### src/rtl/mppr_pkg.sv
// types and constants shared by the motor position regulator modules
// no dependencies
`default_nettype none

package mppr_pkg;

    // action codes
    localparam logic [1:0] ACT_PULSE  = 2'd0;
    localparam logic [1:0] ACT_TICK   = 2'd1;
    localparam logic [1:0] ACT_TARGET = 2'd2;
    localparam logic [1:0] ACT_ZERO   = 2'd3;

    // drive direction codes
    localparam logic [1:0] DIR_STOP = 2'd0;
    localparam logic [1:0] DIR_FWD  = 2'd1;
    localparam logic [1:0] DIR_REV  = 2'd2;

    // configuration register indexes
    localparam logic [1:0] CFG_GAIN    = 2'd0;
    localparam logic [1:0] CFG_PWM_MAX = 2'd1;
    localparam logic [1:0] CFG_PWM_MIN = 2'd2;
    localparam logic [1:0] CFG_PERIOD  = 2'd3;

    // configuration reset values
    localparam logic [7:0] GAIN_RESET    = 8'd4;
    localparam logic [7:0] PWM_MAX_RESET = 8'd254;
    localparam logic [7:0] PWM_MIN_RESET = 8'd60;
    localparam logic [7:0] PERIOD_RESET  = 8'd2;

    typedef struct packed {
        logic [7:0] gain;
        logic [7:0] pwm_max;
        logic [7:0] pwm_min;
        logic [7:0] period;
    } cfg_t;

    typedef struct packed {
        logic [1:0] dir;
        logic [7:0] duty;
    } drive_t;

    typedef struct packed {
        logic [7:0]         duty;
        logic [1:0]         drive_dir;
        logic               led_on;
        logic signed [31:0] position;
    } result_t;

endpackage

`default_nettype wire

### src/rtl/mppr_regulator.sv
// proportional regulator: error, gain, clamp and minimum drive in one pass
// depends on mppr_pkg
`default_nettype none

module mppr_regulator
    import mppr_pkg::*;
#(
    parameter int POS_BITS = 32
)
(
    input  logic signed [POS_BITS-1:0] pos,
    input  logic signed [31:0]         target,
    input  cfg_t                       cfg,
    output drive_t                     drive
);

    localparam int ERR_BITS = ((POS_BITS > 32) ? POS_BITS : 32) + 1;

    logic signed [ERR_BITS-1:0] err;
    logic [ERR_BITS-1:0]        mag;
    logic                       big;
    logic [15:0]                prod;
    logic [7:0]                 clamped;
    logic [7:0]                 level;

    always_comb
    begin
        err  = ERR_BITS'(pos) - ERR_BITS'(target);
        mag  = err[ERR_BITS-1] ? ERR_BITS'(-err) : ERR_BITS'(err);
        // any error of 256 or more with nonzero gain saturates, so only the low byte is multiplied
        big  = |mag[ERR_BITS-1:8];
        prod = 16'(mag[7:0]) * 16'(cfg.gain);

        if (cfg.gain == 8'd0)
            clamped = 8'd0;
        else if (big || (prod > 16'(cfg.pwm_max)))
            clamped = cfg.pwm_max;
        else
            clamped = prod[7:0];

        if ((clamped != 8'd0) && (clamped < cfg.pwm_min))
            level = cfg.pwm_min;
        else
            level = clamped;

        drive.duty = level;
        if (level == 8'd0)
            drive.dir = DIR_STOP;
        else if (err[ERR_BITS-1])
            drive.dir = DIR_REV;
        else
            drive.dir = DIR_FWD;
    end

endmodule

`default_nettype wire

### src/rtl/motor_position_p_regulator.sv
// top level of the motor position regulator: state, handshakes, config port
// depends on mppr_pkg and mppr_regulator
`default_nettype none

// Valve-motor position servo. One input word is accepted per clock while in_ready is
// high; its result word is registered into the result register, or into the skid
// register while the output is stalled. The position, target, tick count and drive
// state update in the accepting cycle, so the rate of one word per clock is set by the
// combinational regulator path (error subtract, 8x8 multiply, clamp and minimum raise).
// The output side has a result register plus one skid register, so input keeps flowing
// for one extra word while stalled. Configuration is written via cfg_en/cfg_index/cfg_data.

module motor_position_p_regulator
    import mppr_pkg::*;
#(
    parameter int POS_BITS = 32
)
(
    input  logic               clk,
    input  logic               rst_n,
    input  logic               in_valid,
    output logic               in_ready,
    input  logic [1:0]         action,
    input  logic signed [31:0] target,
    output logic               out_valid,
    input  logic               out_ready,
    output logic [7:0]         duty,
    output logic [1:0]         drive_dir,
    output logic               led_on,
    output logic signed [31:0] position,
    input  logic               cfg_en,
    input  logic [1:0]         cfg_index,
    input  logic [7:0]         cfg_data
);

    cfg_t                       cfg_reg;
    logic signed [POS_BITS-1:0] pos_reg, pos_next;
    logic signed [31:0]         target_reg, target_next;
    logic [7:0]                 tick_reg, tick_next, tick_inc;
    drive_t                     drv_reg, drv_next, reg_drive;
    result_t                    out_reg, skid_reg, res_next;
    logic                       out_valid_reg, skid_valid_reg;
    logic                       acc, take;

    mppr_regulator #(.POS_BITS(POS_BITS)) u_reg (
        .pos    (pos_reg),
        .target (target_reg),
        .cfg    (cfg_reg),
        .drive  (reg_drive)
    );

    assign in_ready = !skid_valid_reg;
    assign acc      = in_valid && in_ready;
    assign take     = out_valid_reg && out_ready;

    always_comb
    begin
        pos_next    = pos_reg;
        target_next = target_reg;
        tick_next   = tick_reg;
        drv_next    = drv_reg;
        tick_inc    = tick_reg + 8'd1;
        case (action)
            ACT_PULSE:
            begin
                if (drv_reg.dir == DIR_REV)
                    pos_next = pos_reg + POS_BITS'(1);
                else
                    pos_next = pos_reg - POS_BITS'(1);
            end
            ACT_TICK:
            begin
                // a period of zero behaves like one
                if (tick_inc >= cfg_reg.period)
                begin
                    tick_next = 8'd0;
                    drv_next  = reg_drive;
                end
                else
                    tick_next = tick_inc;
            end
            ACT_TARGET: target_next = target;
            ACT_ZERO:   pos_next = '0;
            default:    pos_next = pos_reg;
        endcase

        res_next.drive_dir = drv_next.dir;
        res_next.led_on    = (drv_next.dir != DIR_STOP);
        res_next.duty      = (drv_next.dir == DIR_STOP) ? 8'd0 : drv_next.duty;
        res_next.position  = 32'(pos_next);
    end

    always_ff @(posedge clk or negedge rst_n)
    begin
        if (!rst_n)
        begin
            cfg_reg.gain    <= GAIN_RESET;
            cfg_reg.pwm_max <= PWM_MAX_RESET;
            cfg_reg.pwm_min <= PWM_MIN_RESET;
            cfg_reg.period  <= PERIOD_RESET;
        end
        else if (cfg_en)
        begin
            case (cfg_index)
                CFG_GAIN:    cfg_reg.gain    <= cfg_data;
                CFG_PWM_MAX: cfg_reg.pwm_max <= cfg_data;
                CFG_PWM_MIN: cfg_reg.pwm_min <= cfg_data;
                CFG_PERIOD:  cfg_reg.period  <= cfg_data;
                default:     cfg_reg.gain    <= cfg_reg.gain;
            endcase
        end
    end

    always_ff @(posedge clk or negedge rst_n)
    begin
        if (!rst_n)
        begin
            pos_reg    <= '0;
            target_reg <= '0;
            tick_reg   <= 8'd0;
            drv_reg    <= '{dir: DIR_STOP, duty: 8'd0};
        end
        else if (acc)
        begin
            pos_reg    <= pos_next;
            target_reg <= target_next;
            tick_reg   <= tick_next;
            drv_reg    <= drv_next;
        end
    end

    // result register with one skid entry behind it
    always_ff @(posedge clk or negedge rst_n)
    begin
        if (!rst_n)
        begin
            out_valid_reg  <= 1'b0;
            skid_valid_reg <= 1'b0;
        end
        else if (skid_valid_reg)
        begin
            if (take)
            begin
                skid_valid_reg <= 1'b0;
            end
        end
        else if (acc)
        begin
            if (!out_valid_reg || take)
                out_valid_reg <= 1'b1;
            else
                skid_valid_reg <= 1'b1;
        end
        else if (take)
        begin
            out_valid_reg <= 1'b0;
        end
    end

    always_ff @(posedge clk)
    begin
        if (skid_valid_reg)
        begin
            if (take)
                out_reg <= skid_reg;
        end
        else if (acc)
        begin
            if (!out_valid_reg || take)
                out_reg <= res_next;
            else
                skid_reg <= res_next;
        end
    end

    assign out_valid = out_valid_reg;
    assign duty      = out_reg.duty;
    assign drive_dir = out_reg.drive_dir;
    assign led_on    = out_reg.led_on;
    assign position  = out_reg.position;

endmodule

`default_nettype wire

### config.mk
export PLATFORM = sky130hd
export DESIGN_NAME = motor_position_p_regulator
export DESIGN_NICKNAME = d
export VERILOG_FILES = /design/src/rtl/mppr_pkg.sv /design/src/rtl/mppr_regulator.sv /design/src/rtl/motor_position_p_regulator.sv
export SDC_FILE = /design/constraint.sdc
export NUM_CORES = 1
export LEC_CHECK = 0
export ABC_AREA = 1
export BUFFER_PORTS_ARGS = -buffer_cell sky130_fd_sc_hd__buf_2
export CORE_ASPECT_RATIO = 1.75
export CORE_MARGIN = 2
export CORE_UTILIZATION = 50
export CTS_CLUSTER_DIAMETER = 150
export DETAILED_ROUTE_END_ITERATION = 10
export PLACE_DENSITY = 0.67
export SLEW_MARGIN = 5
export SYNTH_ARGS = -nofsm -noshare
export SYNTH_HDL_FRONTEND = slang
export SYNTH_SLANG_ARGS = --single-unit
### constraint.sdc
create_clock -name clk -period 10.91 [get_ports clk]
set_input_delay 0.5455 -clock clk [delete_from_list [all_inputs] [get_ports clk]]
set_output_delay 0.5455 -clock clk [all_outputs]
set_load 0.005 [all_outputs]
==> flow_summary.toml, run 1 <==
[final_layout]
stdcell_area_um2 = 18100
finish.net_count = 2633
final_layout_size_suffix_gt1_share_pct = 10.3
largest_reg_flops = 43
final_util_pct = 55.4
layout.cells.non_filler = 2840
synthToLayoutAreaGrowth_pct = 9.91

[logic_synthesis]
synthesis.nets = 2546
synthMostInstantiatedCell = "sky130_fd_sc_hd__nand2_1"
postSynthCellCount = 2333
ys_async_sr_fraction_pct = 57.4
syn_area_um2 = 16500
synth.top_cells.by_area = "sky130_fd_sc_hd__nand2_1, sky130_fd_sc_hd__edfxtp_1, sky130_fd_sc_hd__dfrtp_1"
synth-seq-cells = 202
synth_top_area_share_pct = 16.5
synthFlopType = "sky130_fd_sc_hd__dfrtp_1"
post_synth_edffs = 86
post_synth_most_frequent_cells = "sky130_fd_sc_hd__nand2_1, sky130_fd_sc_hd__inv_1, sky130_fd_sc_hd__nor2_1"
synth_cell_types = 48
yosysTopAreaCell = "sky130_fd_sc_hd__nand2_1"
yosysSeqAreaShare_pct = 33.4
average_footprint_of_a_synthesized_cell_um2 = 7.06
synth_warnings = 0

[timing]
maxSlewHeadroom_pct = 18.3
final_critical_delay_including_setup_and_external_delays_ns = 10.11
setup_total_negative_slack_ns = 0
setup_repair_after_global_routing_missed_its_margin = "no"
timing_worst_slew_pin_value_ns = 1.22
fin_worst_skew_ns = 0.0189
fmax_ghz = 0.0989
post-route-period-util_pct = 92.7
timing_max_transition_violations_final = 0
timing.final.setup_violations = 0
timing.final.hold_violations = 0

[grt]
gr-usage-met1_pct = 28.1
globalRoute.busiestLayer = "met2"
globalRouteTotalUtil_pct = 27.0
number_of_antenna_violations_at_the_first_check_in_global_routing = 1
grt.overflow.total = 0
grt_pass1_vias = 14900
use_met2_pct = 51.9
global_route_wire_length_before_repair_um = 74100
global_route.usage.met3_pct = 2.60
pin_count_of_the_biggest_net_entering_global_routing = 66

[detailed_routing]
route.detailed.wl_per_inst_um = 16.1
firstDrtPassIters = 5
route.vias.total = 14900
via_per_inst = 5.23
drc_errors = 0
route.final.wire_length_um = 45800
initialDrtViolationCount = 728
ant_nets = 0

[placement]
placed_cells = 2801
gp_weighted_congestion = 0.971
post-dp-hpwl_um = 36900
port_buffers = 93
placed_area_um2 = 17400

[critical_path]
crit_slowest_cell = "sky130_fd_sc_hd__fa_1"
worst-path-buf-inv = 10
worst_path_arrival_ns = 10.37
most_frequent_cell_on_the_critical_path = "sky130_fd_sc_hd__nand2_1"
worstReg2RegEnd = "skid_reg[35]$_DFFE_PP_"
worst-endpoint-required_ns = 11.17
worst-setup-path-type = "reg -> reg"
kind_of_end_point_of_the_critical_path = "flip-flop"
critPathMaxFanout = 12
timing.critical_path.slowest_cell_delay_ns = 0.55
timing.reg2reg.worst_path_depth = 59
startpoint_type = "flip-flop"
reg2reg_slack_ns = 0.80
crit_family = "simple AND/OR/NAND/NOR gates"
critical_path.reg2reg.startpoint = "pos_reg[0]$_DFFE_PN0P_"

[die]
ios = 94
initial_core_util_pct = 50.4
die_w_um = 141
die_h_um = 244
core-area_um2 = 32700
dieArea_um2 = 34500
placementRows = 88

[status]
result_of_the_run = "finished, final reports clean"

[clock_tree]
numCtsBuffers = 20
worst_setup_hold_path_clk_slew_ns = 0.07
insertion_delay_ns = 0.54
clk_path_buf_depth = 3
cts.root.buffer_cell = "sky130_fd_sc_hd__clkbuf_16"
cts.htree.levels = 1
num_clock_sinks = 202
hold_fix_buffer_count_after_cts = 0
cts_tree = "yes"

[min_path]
holdCritPathClass = "in -> async"

[job]
drv_cap = 0
cells in the final DEF, fill, tap and decap left out, types with 24 or more instances in the layout:
cell                       synthesis  layout
sky130_fd_sc_hd__ha_1            126     126
sky130_fd_sc_hd__buf_2             3      92
sky130_fd_sc_hd__dfrtp_1         103     103
sky130_fd_sc_hd__fa_1             38      38
sky130_fd_sc_hd__nand3_1         125     125
sky130_fd_sc_hd__a21oi_1         108     105
sky130_fd_sc_hd__nor2_1          232     228
sky130_fd_sc_hd__o32ai_1          24      24
sky130_fd_sc_hd__o21ai_0         124     124
sky130_fd_sc_hd__nand2_1         723     721
sky130_fd_sc_hd__inv_1           395     394
sky130_fd_sc_hd__edfxtp_1         86      86
layer usage:
layer / wire, µm / up-vias / part of all wire [%]
met5: 0 / - / 0
met4: 2950 / 0 / 6.4
met3: 1490 / 130 / 3.2
met2: 24700 / 324 / 54
met1: 16700 / 6850 / 36
li1: - / 7558 / -
cell type report:
| class | count | area, µm² |
|---|---|---|
| antenna | 1 | 2.50 |
| tap | 405 | 507 |
| multi-input combinational | 1674 | 9330 |
| clock buffer | 26 | 543 |
| inverter | 415 | 1560 |
| clock inverter | 10 | 97.6 |
| fill | 3200 | 14600 |
| timing repair buffer | 107 | 573 |
| sequential | 202 | 5500 |
worst max-delay path by stage:
stage / from / endpoint / cells past startpoint
6_report: pos_reg[0]$_DFFE_PN0P_ / skid_reg[35]$_DFFE_PP_ / 59
5_1_grt: pos_reg[0]$_DFFE_PN0P_ / skid_reg[37]$_DFFE_PP_ / 58
4_1_cts: pos_reg[0]$_DFFE_PN0P_ / skid_reg[35]$_DFFE_PP_ / 59
3_5_place_dp: pos_reg[0]$_DFFE_PN0P_ / skid_reg[35]$_DFFE_PP_ / 59
3_3_place_gp: pos_reg[0]$_DFFE_PN0P_ / skid_reg[40]$_DFFE_PP_ / 59
2_1_floorplan: pos_reg[0]$_DFFE_PN0P_ / duty[7]$_DFFE_PP_ / 61
per-stage QoR:
stage	hold slack, ns	setup slack (ns)
global route	0.0818	0.0121
floorplan	0.250	1.81
finish	0.0401	0.797
CTS	0.0609	0.100
detailed placement	0.468	0.149
global placement	0.463	0.494
logic make-up after synthesis:
family,count (synthesis),synth area share [%]
AOI/OAI and AO/OA,289,9.86
xor gates and xnor gates,24,1.28
adders and majority gates,164,14.2
buffers and inverters,457,10.6
DFF,202,33.4
muxes,1,0.0683
and+or+nand+nor,1196,30.6
repair_timing:
action,in CTS,in global routing
endpoints found under the setup margin,0,22
setup buffers,0,2
resized for setup,0,14
Power of run 1 is left out: the tool's default activity adds up to more than one toggle a clock period on the data nets, which glitch-free logic cannot reach.
==> run 2: changes to the inputs <==
CORE_MARGIN = 10   (was 2)
CORE_UTILIZATION = 63   (was 50)
PLACE_DENSITY = 0.82   (was 0.67)
==> run 2 against run 1 <==
Compared with the run above: design area decreased by 0.54%; flip-flop and latch count is the same; core utilization is 14 points higher; cell count decreased by 2.9%; worst hold slack better by 0.0082 ns; die area down 3.5%; count of clock-buffer cells in the layout is 3 higher; clock skew down 0.0048 ns; global-route usage rose by 0.42 points; critical endpoint is now skid_reg[40]$_DFFE_PP_; highest routed layer unchanged.
==> flow_summary.toml, run 2 (synthesis gave the netlist of run 1 again) <==
[placement]
port_buffers = 93
placed_cells = 2719
gp_weighted_congestion = 0.976
placed_area_um2 = 17300
post-dp-hpwl_um = 36400

[detailed_routing]
route.detailed.wl_per_inst_um = 16.6
ant_nets = 0
firstDrtPassIters = 6
drc_errors = 0
initialDrtViolationCount = 850
route.final.wire_length_um = 45700
via_per_inst = 5.55
route.vias.total = 15300

[critical_path]
crit_slowest_cell = "sky130_fd_sc_hd__fa_1"
worst-path-buf-inv = 9
crit_family = "simple AND/OR/NAND/NOR gates"
kind_of_end_point_of_the_critical_path = "flip-flop"
critPathMaxFanout = 12
timing.reg2reg.worst_path_depth = 57
startpoint_type = "flip-flop"
worstReg2RegEnd = "skid_reg[40]$_DFFE_PP_"
most_frequent_cell_on_the_critical_path = "sky130_fd_sc_hd__nand2_1"
worst-endpoint-required_ns = 11.16
timing.critical_path.slowest_cell_delay_ns = 0.54
reg2reg_slack_ns = 0.66
worst-setup-path-type = "reg -> reg"
worst_path_arrival_ns = 10.49
critical_path.reg2reg.startpoint = "pos_reg[0]$_DFFE_PN0P_"

[clock_tree]
cts.root.buffer_cell = "sky130_fd_sc_hd__clkbuf_16"
worst_setup_hold_path_clk_slew_ns = 0.06
cts_tree = "yes"
num_clock_sinks = 202
insertion_delay_ns = 0.52
numCtsBuffers = 20
hold_fix_buffer_count_after_cts = 0
cts.htree.levels = 1
clk_path_buf_depth = 3

[timing]
fin_worst_skew_ns = 0.0141
maxSlewHeadroom_pct = 38.8
timing.final.hold_violations = 0
final_critical_delay_including_setup_and_external_delays_ns = 10.25
fmax_ghz = 0.0976
timing_worst_slew_pin_value_ns = 0.917
post-route-period-util_pct = 93.9
timing.final.setup_violations = 0
timing_max_transition_violations_final = 0

[grt]
global_route_wire_length_before_repair_um = 74600
grt_pass1_vias = 15400
globalRouteTotalUtil_pct = 27.5
grt.overflow.total = 0
pin_count_of_the_biggest_net_entering_global_routing = 72
number_of_antenna_violations_at_the_first_check_in_global_routing = 1

[status]
result_of_the_run = "finished, final reports clean"

[die]
initial_core_util_pct = 63.7
dieArea_um2 = 33300
ios = 94
placementRows = 78
die_h_um = 234
core-area_um2 = 25900
die_w_um = 142

[final_layout]
mostFrequentLayoutCells = "sky130_fd_sc_hd__nand2_1, sky130_fd_sc_hd__inv_1, sky130_fd_sc_hd__nor2_1, sky130_fd_sc_hd__ha_1, sky130_fd_sc_hd__nand3_1"
finish.net_count = 2637
n_fill_cell = 2238
synthToLayoutAreaGrowth_pct = 9.32
largest_reg_flops = 43
mostFrequentLayoutCell = "sky130_fd_sc_hd__nand2_1"
stdcell_area_um2 = 18000
layout.cells.non_filler = 2759
final_layout_size_suffix_gt1_share_pct = 10.2

[min_path]
holdCritPathClass = "in -> async"

[job]
drv_cap = 0
## run 2: cell types whose count changed in the layout (fill, tap and decap cells not counted), moves of 2 or more
cell and delta:
sky130_fd_sc_hd__a21oi_4 +2, sky130_fd_sc_hd__buf_4 +3, sky130_fd_sc_hd__clkbuf_1 +5, sky130_fd_sc_hd__clkbuf_8 -2
sky130_fd_sc_hd__clkinv_2 -2, sky130_fd_sc_hd__clkinvlp_4 -2, sky130_fd_sc_hd__nor2_2 -2, sky130_fd_sc_hd__nor2_4 +2
## run 2: cell type report
class / count / area [µm²] / area share (%)
diodes: 1 / 2.50 / 0.0139
clock buffers: 29 / 534 / 2.97
clock inverters: 7 / 73.8 / 0.410
inverters: 415 / 1560 / 8.65
multi-input cells: 1675 / 9350 / 51.9
flip-flops and latches: 202 / 5500 / 30.5
well taps: 320 / 400 / 2.22
repair buffers: 110 / 596 / 3.31
## run 2: worst reg2reg max path, delay by kind of cell, from the launching register on
kind | cells | cell delay (ns)
simple gates | 33 | 3.80
fa+ha+maj | 9 | 3.59
compound gates | 5 | 1.21
buf+inv | 9 | 0.83
flops | 1 | 0.40
xor+xnor | 1 | 0.13
## run 2: worst max path at each step
stage / from / endpoint / slack [ns] / cells after the start
finish: pos_reg[0]$_DFFE_PN0P_ / skid_reg[40]$_DFFE_PP_ / 0.66 / 57
global route: pos_reg[0]$_DFFE_PN0P_ / skid_reg[40]$_DFFE_PP_ / -0.05 / 57
CTS: pos_reg[0]$_DFFE_PN0P_ / skid_reg[40]$_DFFE_PP_ / 0.13 / 60
detailed placement: pos_reg[0]$_DFFE_PN0P_ / skid_reg[42]$_DFFE_PP_ / 0.16 / 60
global placement: pos_reg[0]$_DFFE_PN0P_ / skid_reg[40]$_DFFE_PP_ / 0.51 / 59
floorplan: pos_reg[0]$_DFFE_PN0P_ / duty[7]$_DFFE_PP_ / 1.81 / 61
## run 2: through the flow
stage | hold WS, ns | setup slack (ns) | util [%] | TNS (ns)
floorplan | 0.250 | 1.81 | - | 0
global placement | 0.460 | 0.509 | 66.8 | 0
detailed placement | 0.473 | 0.159 | 66.8 | 0
CTS | 0.0483 | 0.128 | 69.2 | 0
global route | 0.0742 | -0.0542 | 69.7 | -0.310
finish | 0.0483 | 0.663 | 69.7 | 0
## run 2: repair_timing
item                                    in CTS  in global routing
setup buffers                                0                  2
endpoints found under the setup margin       0                 24
gates resized for setup                      0                 18
## run 2: layer usage
| layer | vias up | global-route usage (%) | wire length (µm) |
|---|---|---|---|
| met3 | 135 | 3.02 | 1860 |
| met4 | 0 | 15.7 | 2670 |
| met5 | - | 0 | 0 |
| met2 | 445 | 52.6 | 25100 |
| li1 | 7570 | - | - |
| met1 | 7168 | 27.7 | 16100 |
Power of run 2 is left out for the same reason.
